$ cat src/hdl/lvau_pkg.sv
// Shared types, constants and helpers for the Langevin velocity-Verlet axis update.
// Used by lvau_regs and langevin_verlet_axis_update; depends on nothing else.
package lvau_pkg;

  // APB register file geometry
  localparam int ADDR_W = 5;
  localparam int DATA_W = 32;
  localparam int REG_W  = 31;

  // Q16.16 fixed point
  localparam int Q_FRAC = 16;

  // 1/(2*sqrt(3)) in Q16.16, rounded to nearest
  localparam logic signed [31:0] PF_Q = 32'sd18919;

  localparam logic signed [63:0] S32_MAX = 64'sd2147483647;
  localparam logic signed [63:0] S32_MIN = -64'sd2147483648;

  // register index, byte address is 4 * index
  typedef enum logic [2:0] {
    REG_TIME_STEP      = 3'd0,
    REG_HALF_STEP      = 3'd1,
    REG_HALF_STEP_SQ   = 3'd2,
    REG_FRICTION       = 3'd3,
    REG_FRICTION_STEP  = 3'd4,
    REG_NOISE_POS_GAIN = 3'd5,
    REG_NOISE_VEL_GAIN = 3'd6
  } reg_idx_t;

  // coefficient set handed from the register file to the datapath
  typedef struct packed {
    logic [REG_W-1:0] time_step;
    logic [REG_W-1:0] half_step;
    logic [REG_W-1:0] half_step_sq;
    logic [REG_W-1:0] friction;
    logic [REG_W-1:0] friction_step;
    logic [REG_W-1:0] noise_pos_gain;
    logic [REG_W-1:0] noise_vel_gain;
  } cfg_t;

  // clamp a wide signed value to 32 bits
  function automatic logic signed [31:0] sat32(input logic signed [63:0] x);
    logic signed [31:0] res;
    if (x > S32_MAX) begin
      res = 32'sh7fffffff;
    end else if (x < S32_MIN) begin
      res = 32'sh80000000;
    end else begin
      res = 32'(x);
    end
    return res;
  endfunction

endpackage

$ cat src/hdl/lvau_regs.sv
// APB-style coefficient register file for the Langevin axis update.
// Depends on lvau_pkg (cfg_t, reg_idx_t, widths).
module lvau_regs (
  input  logic                          clk,
  input  logic                          rst_n,
  input  logic                          psel,
  input  logic                          penable,
  input  logic                          pwrite,
  input  logic [lvau_pkg::ADDR_W-1:0]   paddr,
  input  logic [lvau_pkg::DATA_W-1:0]   pwdata,
  output logic [lvau_pkg::DATA_W-1:0]   prdata,
  output logic                          pready,
  output lvau_pkg::cfg_t                cfg
);

  lvau_pkg::cfg_t     cfg_r;
  lvau_pkg::cfg_t     cfg_nxt;
  lvau_pkg::reg_idx_t idx;
  logic               wr_en;
  logic [lvau_pkg::REG_W-1:0] wval;
  logic [lvau_pkg::REG_W-1:0] rval;

  assign pready = 1'b1;
  assign wr_en  = psel && penable && pwrite;
  assign idx    = lvau_pkg::reg_idx_t'(paddr[4:2]);
  assign wval   = pwdata[lvau_pkg::REG_W-1:0];

  // write decode; the unused index is dropped
  always_comb begin
    cfg_nxt = cfg_r;
    if (wr_en) begin
      unique case (idx)
        lvau_pkg::REG_TIME_STEP:      cfg_nxt.time_step      = wval;
        lvau_pkg::REG_HALF_STEP:      cfg_nxt.half_step      = wval;
        lvau_pkg::REG_HALF_STEP_SQ:   cfg_nxt.half_step_sq   = wval;
        lvau_pkg::REG_FRICTION:       cfg_nxt.friction       = wval;
        lvau_pkg::REG_FRICTION_STEP:  cfg_nxt.friction_step  = wval;
        lvau_pkg::REG_NOISE_POS_GAIN: cfg_nxt.noise_pos_gain = wval;
        lvau_pkg::REG_NOISE_VEL_GAIN: cfg_nxt.noise_vel_gain = wval;
        default:                      cfg_nxt = cfg_r;
      endcase
    end
  end

  always_ff @(posedge clk) begin
    if (!rst_n) begin
      cfg_r <= '0;
    end else begin
      cfg_r <= cfg_nxt;
    end
  end

  // read mux
  always_comb begin
    unique case (idx)
      lvau_pkg::REG_TIME_STEP:      rval = cfg_r.time_step;
      lvau_pkg::REG_HALF_STEP:      rval = cfg_r.half_step;
      lvau_pkg::REG_HALF_STEP_SQ:   rval = cfg_r.half_step_sq;
      lvau_pkg::REG_FRICTION:       rval = cfg_r.friction;
      lvau_pkg::REG_FRICTION_STEP:  rval = cfg_r.friction_step;
      lvau_pkg::REG_NOISE_POS_GAIN: rval = cfg_r.noise_pos_gain;
      lvau_pkg::REG_NOISE_VEL_GAIN: rval = cfg_r.noise_vel_gain;
      default:                      rval = '0;
    endcase
  end

  assign prdata = {1'b0, rval};
  assign cfg    = cfg_r;

endmodule

$ cat config.mk
export PLATFORM = sky130hd
export DESIGN_NAME = lvau_regs
export DESIGN_NICKNAME = d
export VERILOG_FILES = /design/src/hdl/lvau_pkg.sv /design/src/hdl/lvau_regs.sv
export SDC_FILE = /design/constraint.sdc
export NUM_CORES = 1
export LEC_CHECK = 0
export BUFFER_PORTS_ARGS = -buffer_cell sky130_fd_sc_hd__buf_2
export CORE_ASPECT_RATIO = 1.2
export CORE_MARGIN = 8
export CORE_UTILIZATION = 47
export CTS_BUF_LIST = sky130_fd_sc_hd__clkbuf_16
export CTS_CLUSTER_SIZE = 12
export DETAILED_ROUTE_END_ITERATION = 8
export GPL_ROUTABILITY_DRIVEN = 1
export PLACE_DENSITY = 0.86
export SYNTH_ARGS = -nofsm -noshare
export SYNTH_HDL_FRONTEND = slang
export SYNTH_SLANG_ARGS = --single-unit
$ cat constraint.sdc
create_clock -name clk -period 1.65 [get_ports clk]
set_input_delay 0.33 -clock clk [delete_from_list [all_inputs] [get_ports clk]]
set_output_delay 0.33 -clock clk [all_outputs]
set_load 0.02 [all_outputs]
==> out/summary.txt, run 1 <==
Clock Tree Root - clkbuf_16
Synth cell count leaders - 289 x mux2i_1, 258 x nand2_1, 217 x dfxtp_1, 35 x clkbuf_1, 21 x buf_4
CP peak stage delay - 0.45 ns
Critical-path maximum fanout - 2
P&R area growth vs syn - 41.0%
Fmax - 496 MHz
Die Width - 147 um
Grt ovf - 0
Compound-cell area share of the yosys netlist - 0.0691
Slowest CP cell - mux4_2
Vias in the first global route - 9705
Maximum vdd drop - 0.000710 V
Worst setup margin - -0.367 ns
Multiplexer share of the synthesized area - 0.313
Detailed placement HPWL - 22.9 mm
Worst Path Buf+Inv - 1
Post-synth EDFFs - 0
LEAKAGE - 6.20 nW
Mapped Area - 0.00971 mm^2
Worst Setup End Kind - output port
Worst-skew pair later-pin latency - 0.49 ns
Share of layout cells above drive strength 1 - 0.465
Clk_skew - 0 ns
Top-count cell post-synth - mux2i_1
Final hold slack - 0.159 ns
XOR/XNOR Fraction of Synth Area - 0
Max reg flops - 217
Hold/Removal Path Class - in2reg
Clock Path Buffers - 3
IO buf count - 286
CTS Buf Count - 23
Core Area - 0.0203 mm^2
Total chip power - 11.0 mW
Dpl ws - -0.364 ns
Synth Warn # - 0
# setup viols final - 31
Global-route wire length before repair - 55.4 mm
Pwr dens - 801 mW/mm^2
Simple-Gate Fraction of Synth Area - 0.112
Main synth FF type - dfxtp_1
Fin cells - 1620
RR Endpoint - cfg[60]$_SDFFE_PN0P_
#FFs+latches synth - 217
H-tree Lvls - 1
RSZ-0062 raised after global routing - yes
Failing checks - negative setup slack
Post-synth cell types - 32
# IOs - 292
Syn Inst Count - 965
Drt total wl - 36.7 mm
Synth top area share - 0.448
Slew @ Worst Pin - 0.734 ns
Via count - 9309
R2R Path Start - cfg[60]$_SDFFE_PN0P_
Cells along the critical path - mux4_2 -> mux2_4 -> buf_6
Final Slew Violations - 0
Clock sinks - 217
Antenna cells - 0
Worst reg2reg setup slack - 0.81 ns
Net count after synthesis - 1007
Die area - 0.0255 mm^2
Clock transition at path regs - 0.06 ns
Largest family of logic cells by synthesized area - multiplexers
Post-route ant nets - 0
GRT Util Overall - 0.270
Cell count of the worst hold path - 3
Critical Path Start - cfg[109]$_SDFFE_PN0P_
Crit Path Category - reg2out
Pin count of the biggest net entering global routing - 57
Die height - 173 um
# DRC - 0
Placed insts - 1497
Top cells by area, synth - dfxtp_1 45%, mux2i_1 30%, nand2_1 10%
Min Tclk post-route - 2.02 ns
# Max-Cap Violations - 0
R2R cell count - 4
Initial Util - 0.479
Status - finished with violations
Sequential share of the synthesized area - 0.448
CTS tree - yes
Top cell family by delay on the critical path - multiplexers
Hold Startpoint - rst_n
Asr flop ratio synth - 0
GPL Wtd Cong - 0.874
CP Launch Type - flip-flop
Final hold vios - 0
Post-layout util - 0.676
Final net count - 1385
Iteration count of the initial detailed-routing pass - 6
Routed vias/inst - 5.75
Num rows - 57
Tcrit/Tclk final - 1.22
Critical Path AT - 1.69 ns
Synth Area in Adders - 0
Leading area contributor after synthesis - dfxtp_1
Drt wl/cell - 22.7 um
Syn avg cell area - 10.1 um^2
Hold Path End - cfg[69]$_SDFFE_PN0P_
Initial DRC Count - 641
Max-Slew Margin vs Limit - 0.510
Initial antenna violation count - 0
Critical Path RT - 1.32 ns
-- kinds of logic after synthesis --
kind of cell / after synthesis
buffers and inverters: 101
AOI/OAI and AO/OA: 70
DFF: 217
other: 2
muxes: 301
and+or+nand+nor: 274
-- how the worst max path moves through the flow --
stage | slack [ns] | endpoint | depth (start not counted)
finish | -0.37 | prdata[16] | 3
global route | -0.40 | prdata[16] | 3
CTS | -0.38 | prdata[16] | 3
detailed placement | -0.36 | prdata[30] | 4
global placement | -0.32 | prdata[30] | 4
floorplan | -0.09 | prdata[17] | 6
-- where the power goes --
part           switching (mW)  total [mW]  internal [mW]  leakage (nW)
clock                    2.01        4.50           2.49         0.330
combinational           0.687        1.15          0.461          4.08
sequential             0.0315        5.31           5.28          1.79
-- per-stage QoR --
step / area (um^2) / setup TNS (ns)
after CTS: 13500 / -6.38
after global placement: 12000 / -24.52
after floorplan: 9880 / -2.34
after global routing: 13700 / -7.79
after detailed placement: 12000 / -32.04
final: 13700 / -6.15
-- cells in the final DEF (no fill, tap or decap), types with 3 or more instances in the layout --
cell type / netlist / routed
a221oi_2: 3 / 17
mux2i_1: 289 / 283
clkinv_1: 0 / 7
buf_2: 9 / 252
a221oi_4: 0 / 3
clkbuf_16: 0 / 23
buf_12: 0 / 24
buf_4: 21 / 144
a2bb2oi_1: 9 / 8
a32oi_1: 10 / 5
a32oi_2: 0 / 5
o221a_2: 20 / 13
inv_2: 0 / 11
o211ai_1: 9 / 9
mux2_4: 0 / 4
o221a_4: 0 / 7
mux2i_2: 0 / 6
dfxtp_1: 217 / 134
mux2_2: 11 / 7
inv_1: 20 / 15
buf_6: 10 / 7
dfxtp_2: 0 / 83
nand2b_4: 1 / 4
nor2_4: 0 / 7
nand2_1: 258 / 258
-- timing repair --
action	4_1_cts	5_1_grt
gates resized for setup	151	17
gates cloned	6	0
setup endpoints to repair	31	31
hold buffers	0	0
endpoints found under the hold margin	0	0
pin swaps	39	21
setup buffers	63	17
-- routing by layer --
metal,up-vias,track usage,wire length [um]
li1,4106,-,-
met1,4505,0.301,13600
met2,564,0.464,17900
met3,134,0.0637,3290
met4,0,0.153,1850
met5,-,0,0
-- area by class of cell --
class	count	area, um^2
fill	1413	6570
multi-input combinational	651	5210
sequential	217	4450
timing repair buffer	430	2990
clock buffer	23	576
tap	265	332
inverter	20	75.1
clock inverter	14	53.8
-- worst min-delay path: cells and delay by family --
family / cells / cell delay (ns)
buffers and inverters: 1 / 0.15
and+or+nand+nor: 1 / 0.07
muxes: 1 / 0.05
(Power assumes the default switching activity.)
==> run 2: changes to the inputs <==
CELL_PAD_IN_SITES_DETAIL_PLACEMENT = 1   (was unset)
CELL_PAD_IN_SITES_GLOBAL_PLACEMENT = 1   (was unset)
CORE_UTILIZATION = 35   (was 47)
PLACE_DENSITY = 0.85   (was 0.86)
==> run 2 against run 1 <==
  * Register-to-register slack about the same
  * The run still ends with negative setup slack left
  * Critical endpoint unchanged
  * Via count shrank 2.4%
  * Cell area increased by 2.2%
==> out/summary.txt, run 2 (synthesized netlist as in run 1, its figures left out) <==
RSZ-0062 raised after global routing - yes
Slowest CP cell - mux4_2
Drt total wl - 41.4 mm
Most frequent cells in the layout - 283 x mux2i_1, 258 x nand2_1, 251 x buf_2
Die area - 0.0333 mm^2
Iteration count of the initial detailed-routing pass - 4
CP Launch Type - flip-flop
Global-route wire length before repair - 60.0 mm
R2R Path Start - cfg[58]$_SDFFE_PN0P_
Drt wl/cell - 24.3 um
IO buf count - 286
Worst reg2reg setup slack - 0.82 ns
Initial antenna violation count - 1
Final hold vios - 0
GRT Util Overall - 0.231
Share of layout cells above drive strength 1 - 0.469
Maximum vdd drop - 0.000558 V
Commonest non-fill, non-tap cell in the layout - mux2i_1
Hold Path End - cfg[160]$_SDFFE_PN0P_
Clock Path Buffers - 3
Critical Path RT - 1.32 ns
Initial DRC Count - 469
Vias in the first global route - 9844
Final net count - 1385
Min Tclk post-route - 2.05 ns
Critical Path AT - 1.72 ns
Failing checks - negative setup slack
Pin count of the biggest net entering global routing - 50
Worst-skew pair later-pin latency - 0.51 ns
Crit Path Category - reg2out
Fmax - 487 MHz
Die height - 198 um
Routed vias/inst - 5.34
Slew @ Worst Pin - 0.752 ns
Final Slew Violations - 0
Num rows - 67
Setup TNS - -7.34 ns
Max-Slew Margin vs Limit - 0.498
Detailed placement HPWL - 26.9 mm
Post-layout util - 0.507
CTS Buf Count - 24
Grt met2 use - 0.415
Total chip power - 11.5 mW
RR Endpoint - cfg[58]$_SDFFE_PN0P_
Clk_skew - 0 ns
Cells along the critical path - mux4_2 -> mux2_4 -> buf_6
R2R cell count - 4
Hold buffer count at cts - 0
GPL Wtd Cong - 0.830
Global routing usage on met3 - 0.0504
Tcrit/Tclk final - 1.24
CTS tree - yes
Status - finished with violations
# setup viols final - 31
Initial Util - 0.352
# DRC - 0
Hold Startpoint - rst_n
Pwr dens - 825 mW/mm^2
# IOs - 292
Clock sinks - 217
Core Area - 0.0276 mm^2
Worst Setup End Kind - output port
Die Width - 168 um
LEAKAGE - 6.26 nW
Hold/Removal Path Class - in2reg
Met1 Use GR - 0.258
P&R area growth vs syn - 44.2%
Post-route ant nets - 0
# Max-Cap Violations - 0
Clock transition at path regs - 0.06 ns
Critical Path Start - cfg[171]$_SDFFE_PN0P_
Max reg flops - 217
Worst setup margin - -0.403 ns
Grt ovf - 0
Critical-path maximum fanout - 2
Busiest grt layer - met2
H-tree Lvls - 1
Cell count of the worst hold path - 3
CP peak stage delay - 0.44 ns
Clock Tree Root - clkbuf_16
Via count - 9089
==> run 2: metal layers <==
layer | wire, um | part of all wire
met1 | 16300 | 0.39
met3 | 2400 | 0.058
met4 | 1720 | 0.042
met2 | 21000 | 0.51
met5 | 0 | 0
==> run 2: cell type report <==
| type | instances | area (um^2) |
|---|---|---|
| Timing Repair Buffer | 429 | 3060 |
| Inverter | 20 | 75.1 |
| Clock buffer | 25 | 626 |
| Sequential cell | 217 | 4450 |
| Multi-Input combinational cell | 651 | 5250 |
| Clock inverter | 15 | 96.3 |
| Tap cell | 345 | 432 |
| Antenna cell | 1 | 2.50 |
| Fill cell | 3059 | 13600 |
==> run 2: worst max path at each step <==
stage          depth (start not counted)          to
2_1_floorplan                          6  prdata[17]
3_3_place_gp                           4  prdata[21]
3_5_place_dp                           4  prdata[21]
4_1_cts                                3  prdata[16]
5_1_grt                                3  prdata[16]
6_report                               3  prdata[16]
==> run 2: critical path: cells and delay by family, from the launching register on <==
kind	cells	cell delay [ns]
buf+inv	1	0.14
flops	1	0.32
mux	2	0.75
==> run 2: where the power goes <==
part	switching (mW)	internal (mW)	total, mW	leakage (nW)
Sequential	0.0344	5.28	5.31	1.79
Clock	2.15	2.87	5.02	0.375
Combinational	0.718	0.494	1.21	4.10
Total	2.91	8.64	11.5	6.26
==> run 2: stage by stage <==
stage | area [um^2] | hold WS, ns | instances | worst slack [ns]
6_report | 14000 | 0.163 | 1703 | -0.403
5_1_grt | 14000 | 0.141 | 1703 | -0.442
4_1_cts | 13700 | 0.138 | 1678 | -0.406
3_5_place_dp | 12200 | 0.466 | 1587 | -0.415
3_3_place_gp | 12200 | 0.453 | 1587 | -0.374
2_1_floorplan | 9880 | 0.542 | 965 | -0.0926
==> run 2: timing repair <==
action                     in CTS  in global routing
buffers inserted               46                 23
setup endpoints to repair      31                 31
cloned                          5                  1
gates resized for setup       147                 31
pin swaps                      33                 23
